File: src/rtl/core/abks_pkg.sv
// ----------------------------------------------------------------------------
// abks_pkg
// Types and codes shared by the array-backed key set and its users.
// ----------------------------------------------------------------------------
package abks_pkg;

   localparam int DEFAULT_CAPACITY = 64;

   localparam logic [2:0] MODE_INSERT     = 3'd0;
   localparam logic [2:0] MODE_REMOVE     = 3'd1;
   localparam logic [2:0] MODE_REMOVE_ANY = 3'd2;
   localparam logic [2:0] MODE_FIND       = 3'd3;
   localparam logic [2:0] MODE_CLEAR      = 3'd4;

   localparam logic [2:0] ST_OK        = 3'd0;
   localparam logic [2:0] ST_NOT_FOUND = 3'd1;
   localparam logic [2:0] ST_PRESENT   = 3'd2;
   localparam logic [2:0] ST_FULL      = 3'd3;
   localparam logic [2:0] ST_EMPTY     = 3'd4;

   typedef struct packed {
      logic [2:0]         mode;
      logic signed [31:0] key;
   } req_type;

   typedef struct packed {
      logic [2:0]         status;
      logic [5:0]         position;
      logic signed [31:0] key_out;
      logic [6:0]         count;
   } rsp_type;

endpackage

File: src/rtl/core/abks_ram.sv
// ----------------------------------------------------------------------------
// abks_ram
// Simple dual-port RAM: one write port, one read port, registered read data.
// ----------------------------------------------------------------------------
module abks_ram #(
   parameter int WIDTH = 32,
   parameter int DEPTH = 64
) (
   input  logic                     clock,
   input  logic                     we,
   input  logic [$clog2(DEPTH)-1:0] waddr,
   input  logic [WIDTH-1:0]         wdata,
   input  logic [$clog2(DEPTH)-1:0] raddr,
   output logic [WIDTH-1:0]         rdata
);

   logic [WIDTH-1:0] mem_ff [DEPTH];
   logic [WIDTH-1:0] rdata_ff;

   always_ff @(posedge clock) begin
      if (we) begin
         mem_ff[waddr] <= wdata;
      end
      rdata_ff <= mem_ff[raddr];
   end

   assign rdata = rdata_ff;

endmodule

File: src/rtl/core/array_backed_key_set.sv
// ----------------------------------------------------------------------------
// array_backed_key_set
// Fixed-capacity set of signed keys held densely in insertion order in a RAM,
// searched linearly from entry zero, compacted on removal.
//
//   channel   ports                      handshake
//   request   start, busy, req_item      taken when start high and busy low
//   result    rsp_strobe, rsp_item       valid for exactly one cycle
//
// Clear, unused codes and operations on an empty set are answered from idle.
// A search issues one RAM read per cycle; a removal then moves held - at - 1
// entries at one per cycle, bounded by the single read port of the entry RAM.
// Remove-any reads the last entry while idle and answers from the pop state.
// Synchronous reset empties the set at once; the RAM is not cleared.
// The result side cannot stall; busy is high until the result is shown.
// ----------------------------------------------------------------------------
module array_backed_key_set #(
   parameter int CAPACITY = abks_pkg::DEFAULT_CAPACITY
) (
   input  logic              clock,
   input  logic              reset,
   input  logic              start,
   output logic              busy,
   input  abks_pkg::req_type req_item,
   output logic              rsp_strobe,
   output abks_pkg::rsp_type rsp_item
);

   import abks_pkg::*;

   localparam int IW = $clog2(CAPACITY);
   localparam int CW = $clog2(CAPACITY + 1);

   typedef enum logic [1:0] {
      S_IDLE,
      S_SEARCH,
      S_SHIFT,
      S_POP
   } state_type;

   state_type     state_ff, state_in;
   logic [CW-1:0] held_ff, held_in;
   req_type       req_ff, req_in;
   rsp_type       rsp_ff, rsp_in;
   logic          strobe_ff, strobe_in;
   logic [CW-1:0] rd_ff, rd_in;
   logic [IW-1:0] chk_ff, chk_in;
   logic          chk_vld_ff, chk_vld_in;
   logic [CW-1:0] src_ff, src_in;
   logic [IW-1:0] wr_ff, wr_in;
   logic          wv_ff, wv_in;

   logic          ram_we;
   logic [IW-1:0] ram_wa;
   logic [31:0]   ram_wd;
   logic [IW-1:0] ram_ra;
   logic [31:0]   ram_rdata;

   abks_ram #(
      .WIDTH(32),
      .DEPTH(CAPACITY)
   ) u_entries (
      .clock(clock),
      .we   (ram_we),
      .waddr(ram_wa),
      .wdata(ram_wd),
      .raddr(ram_ra),
      .rdata(ram_rdata)
   );

   always_comb begin
      logic        issue;
      logic [31:0] pos_wide;
      logic [31:0] held_wide;
      state_in   = state_ff;
      held_in    = held_ff;
      req_in     = req_ff;
      rsp_in     = rsp_ff;
      strobe_in  = 1'b0;
      rd_in      = rd_ff;
      chk_in     = chk_ff;
      chk_vld_in = 1'b0;
      src_in     = src_ff;
      wr_in      = wr_ff;
      wv_in      = 1'b0;
      ram_we     = 1'b0;
      ram_wa     = '0;
      ram_wd     = req_ff.key;
      ram_ra     = '0;
      issue      = 1'b0;
      pos_wide   = '0;
      unique case (state_ff)
         S_IDLE: begin
            ram_ra = IW'(held_ff - 1'b1);
            if (start) begin
               req_in          = req_item;
               rd_in           = '0;
               rsp_in.status   = ST_OK;
               rsp_in.position = '0;
               rsp_in.key_out  = req_item.key;
               case (req_item.mode)
                  MODE_INSERT: begin
                     if (held_ff == '0) begin
                        ram_we    = 1'b1;
                        ram_wa    = '0;
                        ram_wd    = req_item.key;
                        held_in   = CW'(1);
                        strobe_in = 1'b1;
                     end else begin
                        state_in = S_SEARCH;
                     end
                  end
                  MODE_REMOVE: begin
                     if (held_ff == '0) begin
                        rsp_in.status = ST_EMPTY;
                        strobe_in     = 1'b1;
                     end else begin
                        state_in = S_SEARCH;
                     end
                  end
                  MODE_FIND: begin
                     if (held_ff == '0) begin
                        rsp_in.status = ST_NOT_FOUND;
                        strobe_in     = 1'b1;
                     end else begin
                        state_in = S_SEARCH;
                     end
                  end
                  MODE_REMOVE_ANY: begin
                     if (held_ff == '0) begin
                        rsp_in.status  = ST_EMPTY;
                        rsp_in.key_out = '0;
                        strobe_in      = 1'b1;
                     end else begin
                        state_in = S_POP;
                     end
                  end
                  MODE_CLEAR: begin
                     held_in   = '0;
                     strobe_in = 1'b1;
                  end
                  default: begin
                     strobe_in = 1'b1;
                  end
               endcase
            end
         end
         S_SEARCH: begin
            issue  = rd_ff < held_ff;
            ram_ra = IW'(rd_ff);
            if (issue) begin
               rd_in      = rd_ff + 1'b1;
               chk_vld_in = 1'b1;
               chk_in     = IW'(rd_ff);
            end
            if (chk_vld_ff && ram_rdata == req_ff.key) begin
               chk_vld_in      = 1'b0;
               pos_wide        = 32'(chk_ff);
               rsp_in.position = pos_wide[5:0];
               case (req_ff.mode)
                  MODE_INSERT: begin
                     rsp_in.status = ST_PRESENT;
                     strobe_in     = 1'b1;
                     state_in      = S_IDLE;
                  end
                  MODE_REMOVE: begin
                     src_in   = CW'(chk_ff) + 1'b1;
                     state_in = S_SHIFT;
                  end
                  default: begin
                     strobe_in = 1'b1;
                     state_in  = S_IDLE;
                  end
               endcase
            end else if (chk_vld_ff && (CW'(chk_ff) + 1'b1) == held_ff) begin
               chk_vld_in = 1'b0;
               strobe_in  = 1'b1;
               state_in   = S_IDLE;
               if (req_ff.mode == MODE_INSERT) begin
                  if (held_ff >= CW'(CAPACITY)) begin
                     rsp_in.status = ST_FULL;
                  end else begin
                     ram_we          = 1'b1;
                     ram_wa          = IW'(held_ff);
                     ram_wd          = req_ff.key;
                     held_in         = held_ff + 1'b1;
                     pos_wide        = 32'(held_ff);
                     rsp_in.position = pos_wide[5:0];
                  end
               end else begin
                  rsp_in.status = ST_NOT_FOUND;
               end
            end
         end
         S_SHIFT: begin
            issue  = src_ff < held_ff;
            ram_ra = IW'(src_ff);
            if (issue) begin
               src_in = src_ff + 1'b1;
               wv_in  = 1'b1;
               wr_in  = IW'(src_ff - 1'b1);
            end
            if (wv_ff) begin
               ram_we = 1'b1;
               ram_wa = wr_ff;
               ram_wd = ram_rdata;
            end
            if (!issue) begin
               held_in   = held_ff - 1'b1;
               strobe_in = 1'b1;
               state_in  = S_IDLE;
            end
         end
         S_POP: begin
            held_in         = held_ff - 1'b1;
            pos_wide        = 32'(held_in);
            rsp_in.position = pos_wide[5:0];
            rsp_in.key_out  = ram_rdata;
            strobe_in       = 1'b1;
            state_in        = S_IDLE;
         end
         default: begin
            state_in = S_IDLE;
         end
      endcase
      held_wide = 32'(held_in);
      if (strobe_in) begin
         rsp_in.count = held_wide[6:0];
      end
   end

   always_ff @(posedge clock) begin
      if (reset) begin
         state_ff   <= S_IDLE;
         held_ff    <= '0;
         strobe_ff  <= 1'b0;
         chk_vld_ff <= 1'b0;
         wv_ff      <= 1'b0;
      end else begin
         state_ff   <= state_in;
         held_ff    <= held_in;
         strobe_ff  <= strobe_in;
         chk_vld_ff <= chk_vld_in;
         wv_ff      <= wv_in;
         req_ff     <= req_in;
         rsp_ff     <= rsp_in;
         rd_ff      <= rd_in;
         chk_ff     <= chk_in;
         src_ff     <= src_in;
         wr_ff      <= wr_in;
      end
   end

   assign busy       = (state_ff != S_IDLE);
   assign rsp_strobe = strobe_ff;
   assign rsp_item   = rsp_ff;

   a_held_bounded: assert property (@(posedge clock) disable iff (reset)
      held_ff <= CW'(CAPACITY))
      else $error("held count exceeds capacity");

   a_accept_progress: assert property (@(posedge clock) disable iff (reset)
      (start && !busy) |=> (busy || rsp_strobe))
      else $error("accepted item neither in progress nor answered");

   a_shift_in_range: assert property (@(posedge clock) disable iff (reset)
      (state_ff == S_SHIFT && ram_we) |-> ((CW'(ram_wa) + 1'b1) < held_ff))
      else $error("compaction writes outside the held entries");

   a_full_status: assert property (@(posedge clock) disable iff (reset)
      (rsp_strobe && rsp_item.status == ST_FULL) |-> (held_ff == CW'(CAPACITY)))
      else $error("full reported while the set has room");

endmodule

File: config.mk
export PLATFORM = sky130hd
export DESIGN_NAME = array_backed_key_set
export DESIGN_NICKNAME = d
export VERILOG_FILES = /design/src/rtl/core/abks_pkg.sv /design/src/rtl/core/abks_ram.sv /design/src/rtl/core/array_backed_key_set.sv
export SDC_FILE = /design/constraint.sdc
export NUM_CORES = 2
export LEC_CHECK = 0
export ABC_AREA = 1
export BUFFER_PORTS_ARGS = -buffer_cell sky130_fd_sc_hd__buf_2
export CORE_MARGIN = 1.5
export CORE_UTILIZATION = 65
export DETAILED_ROUTE_END_ITERATION = 7
export PLACE_DENSITY = 0.86
export SLEW_MARGIN = 25
export SYNTH_ARGS = -nofsm -noshare
export SYNTH_HDL_FRONTEND = slang
export SYNTH_SLANG_ARGS = --single-unit
export TNS_END_PERCENT = 10
File: constraint.sdc
create_clock -name clock -period 8.4 [get_ports clock]
set_input_delay 1.68 -clock clock [delete_from_list [all_inputs] [get_ports clock]]
set_output_delay 1.68 -clock clock [all_outputs]
set_load 0.1 [all_outputs]
==> flow_summary.ini <==
[routing]
first_pass_iters = 8
drtAntennaViolNets = 0
first_iter_violations = 11900
drc = 4
via_per_inst = 6.56
num_vias = 65000
wirelength_microns = 267000
wl_per_cell_microns = 27.0

[pwr]
clkPwrFrac_pct = 33.0
internal_power_uw = 19000
switching_share_pct = 31.3
vdd_drop_max_uv = 206
power_switching_uw = 8660
pwr-share-seq_pct = 46.4
p_comb_share_pct = 20.6
leakage_uw = 0.0367
cellPowerDensity_nw_per_um2 = 268

[outcome]
outcome = finished, violations left
violations = DRC

[cts]
clk_path_buf_depth = 3
cts_htree_levels = 4
clock-root-buffer = clkbuf_16
cts_tree = yes
clk_latency_ps = 870
cts_sinks = 2201
postCtsHoldBufs = 0
cts_buffers = 206
cts.clk_slew.worst_paths_ps = 60
ctsResizeCount = 0
cts_setup_buffers = 0

[timing]
worst_pin_slew_ps = 1160
rsz0062_at_grt = false
finalSetupViolCount = 0
timing.fmax_mhz = 158
max-slew-margin-rel_pct = 22.3
layout_min_cycle_time_ps = 6320
final_max_slew_viol_count = 0
finalClockSkew_ps = 37.7
setup_tns_ps = 0
fin_crit_sh_pct = 75.3
finalHoldViolCount = 0

[worst_setup_path]
regToRegEndpoint = u_entries.rdata[14]
reg2reg_depth = 12
max_stage_delay_ps = 980
critPathLaunchType = flop
cp_num_buf_inv = 3
path_cells = ha_1, clkinv_2, nand2_4, buf_12, buf_4, nand2_1, o211ai_1, nand3_1, nand3_1, nand3_1, nand3_1, nand2_1
reg2reg_slack_ps = 2080
crit_family = buffers and inverters
required_ps = 9100
crit_path_end = u_entries.rdata[14]
path_max_fanout = 173
worstSetupEndpointType = flop
startpoint = state_ff[1]
slowest_stage = clkinv_2
rr_startpoint = state_ff[1]
cp_num_cells = 12
cp_common_cell = nand3_1
cp_data_arrival_time_ps = 7020
crit_type = reg2reg

[place]
portBuffers = 87
place.gp.congestion = 0.962
place_area_sq_um = 96200
dp_hpwl_microns = 151000

[grt]
grt_antenna_before_repair = 12
gr-total-overflow = 0
grt_max_degree = 240
gr-usage-all-layers_pct = 36.1
grt_pass1_vias = 61400
grt_pass1_wl_microns = 385000

[synth]
synth_seq_cells = 2201
async_flop_share_pct = 0
synth-simple-area-share_pct = 14.4
ys_seq_area_share_pct = 70.7
synth_edf_count = 2157
synth_fa_ha_area_share_pct = 0.323
postSynthAreaPerCell_sq_um = 11.7
synth.mux.area_fraction_pct = 0
yosysUniqueCellTypes = 49
synth_top_family_by_area = simple AND/OR/NAND/NOR gates
synthFlopType = edfxtp_1
synth_nets = 7965
yosys_warnings = 0
synth_xor_xnor_area_share_pct = 0.217
synth_compound_area_share_pct = 8.08
syn_area_sq_um = 92900
netlist_instances = 7903

[flow_run]
drv_cap = 0

[die]
core_area_sq_um = 142000
io_pins = 88
fp-row-count = 138
die-area_sq_um = 145000
die_x_microns = 381
start_util_pct = 65.6
die_h_microns = 381

[cells_and_area]
ff_latch_area_sq_um = 65700
post-route-cell-area_sq_um = 103000
drive_gt1_share_pct = 8.69
area_growth_pct = 11.4
nets = 7909
fillers = 8375
multi_input_area_sq_um = 22600

[worst_hold_path]
hold_class = reg2reg
holdPathStages = 2
==> cells in the mapped netlist, types with 2 or more instances <==
cell type / n / area (sq um)
o21ai_1: 3 / 15.0
nand2_1: 1765 / 6630
edfxtp_1: 2157 / 64800
inv_2: 13 / 48.8
o211ai_1: 835 / 6270
nand2_2: 8 / 50.1
nor3_1: 6 / 30.0
nand3_1: 1098 / 5500
o221ai_1: 38 / 333
buf_1: 64 / 240
a211oi_1: 3 / 22.5
clkbuf_1: 304 / 1140
nand4_1: 35 / 219
nand2_4: 2 / 22.5
nor2_4: 3 / 33.8
inv_1: 995 / 3730
nor2_2: 4 / 25.0
dfxtp_1: 44 / 881
buf_4: 2 / 15.0
clkinv_2: 2 / 10.0
o21ai_0: 86 / 430
o31ai_1: 2 / 15.0
a21oi_1: 62 / 310
o22ai_1: 3 / 18.8
nand3_2: 5 / 50.1
nor4_1: 5 / 31.3
nor3_2: 2 / 20.0
nor3b_1: 2 / 15.0
xnor2_1: 12 / 105
o21a_1: 3 / 22.5
ha_1: 24 / 300
buf_2: 118 / 591
or2_2: 33 / 206
nor2_1: 140 / 526
xor2_1: 11 / 96.3
==> area by class of cell <==
cell class / instances / area share, %
timing repair buffer: 224 / 2.40
inverter: 1011 / 3.70
antenna: 3 / 0.00726
clock buffer: 255 / 5.32
multi-input combinational: 4203 / 21.8
sequential: 2201 / 63.5
tap: 1890 / 2.29
clock inverter: 118 / 0.981
==> cell families (layout without fill, tap and decap cells) <==
group	Yosys count	after routing
XOR/XNOR	23	23
flip-flops	2201	2201
adder cells (fa/ha/maj)	24	24
AND/OR/NAND/NOR	3115	3115
AO/OA/AOI/OAI	1041	1041
buffers and inverters	1499	1608
other	0	3
==> routing by layer <==
layer,part of all wire [%],track usage (%),wire [microns]
met5,0.023,0,62
met4,6.2,20.7,16500
met3,14,8.89,36700
met2,45,54.5,122000
met1,35,48.2,92500
==> sequential cells by signal, summed over array words and instances, names as in the netlist <==
| register | cells |
|---|---|
| req_ff | 35 |
| chk_ff | 6 |
| held_ff | 7 |
| u_entries.mem_ff | 2048 |
| wr_ff | 6 |
| rd_ff | 7 |
| u_entries.rdata | 32 |
| wv_ff | 1 |
| chk_vld_ff | 1 |
| rsp_item | 48 |
| rsp_strobe | 1 |
| state_ff | 2 |
| src_ff | 7 |
==> stage by stage <==
| step | hold slack [ps] | std cells | utilization [%] | setup slack (ps) | power [uW] |
|---|---|---|---|---|---|
| floorplan | 454 | 7903 | - | 3860 | 16200 |
| global placement | 491 | 9482 | 67.6 | 2550 | 18300 |
| detailed placement | 518 | 9503 | 68.0 | 2660 | 18500 |
| CTS | 528 | 9876 | 72.6 | 2820 | 27400 |
| global route | 551 | 9902 | 73.0 | 1870 | 28300 |
| finish | 525 | 9905 | 73.0 | 2080 | 27700 |
==> worst reg2reg max path, stage by stage, from the launching register on <==
cell      delay [ps]
dfxtp_1          390
ha_1             770
clkinv_2         980
nand2_4          910
buf_12           580
buf_4           1080
nand2_1          190
o211ai_1         150
nand3_1          110
nand3_1          230
nand3_1          260
nand3_1          430
nand2_1          110
==> placed cells by master (no fill, tap or decap), types with 3 or more instances in the layout <==
master / Yosys / routed
o221ai_1: 38 / 6
xnor2_1: 12 / 12
a21oi_4: 1 / 5
clkbuf_16: 0 / 213
dfxtp_1: 44 / 44
clkinv_2: 2 / 40
clkinv_4: 0 / 5
inv_2: 13 / 10
nand2_1: 1765 / 1762
nand4_1: 35 / 35
nor4_1: 5 / 5
nand2_2: 8 / 9
buf_2: 118 / 87
inv_1: 995 / 993
buf_4: 2 / 77
o22ai_1: 3 / 3
nor2_1: 140 / 74
inv_8: 0 / 3
o21a_1: 3 / 3
o211ai_1: 835 / 835
diode_2: 0 / 3
nand2_4: 2 / 4
nand3_2: 5 / 8
edfxtp_1: 2157 / 2157
nor3_1: 6 / 6
xor2_1: 11 / 11
buf_12: 0 / 25
inv_6: 0 / 7
nor2_2: 4 / 6
nand3_1: 1098 / 1095
bufinv_16: 0 / 17
ha_1: 24 / 24
or2_2: 33 / 33
o21ai_0: 86 / 86
clkinv_1: 1 / 51
buf_16: 0 / 35
a21oi_1: 62 / 58
o221ai_4: 0 / 32
clkbuf_1: 304 / 41
nor2_4: 3 / 67
==> power groups by stage <==
stage                     clock, uW  sequential [uW]  combinational (uW)
final                          9150            12900                5700
after global routing           9540            12800                5900
after CTS                      9130            12800                5460
after detailed placement          0            13100                5400
after global placement            0            13100                5210
after floorplan                   0            13200                3000
==> worst min-delay path by stage <==
| stage | end | start |
|---|---|---|
| final | state_ff[0] | state_ff[0] |
| after floorplan | chk_ff[3] | rd_ff[3] |
| after global placement | state_ff[0] | state_ff[0] |
| after global routing | state_ff[0] | state_ff[0] |
| after detailed placement | state_ff[0] | state_ff[0] |
| after CTS | state_ff[0] | state_ff[0] |
Note: power is estimated with default switching activity, not from simulation.
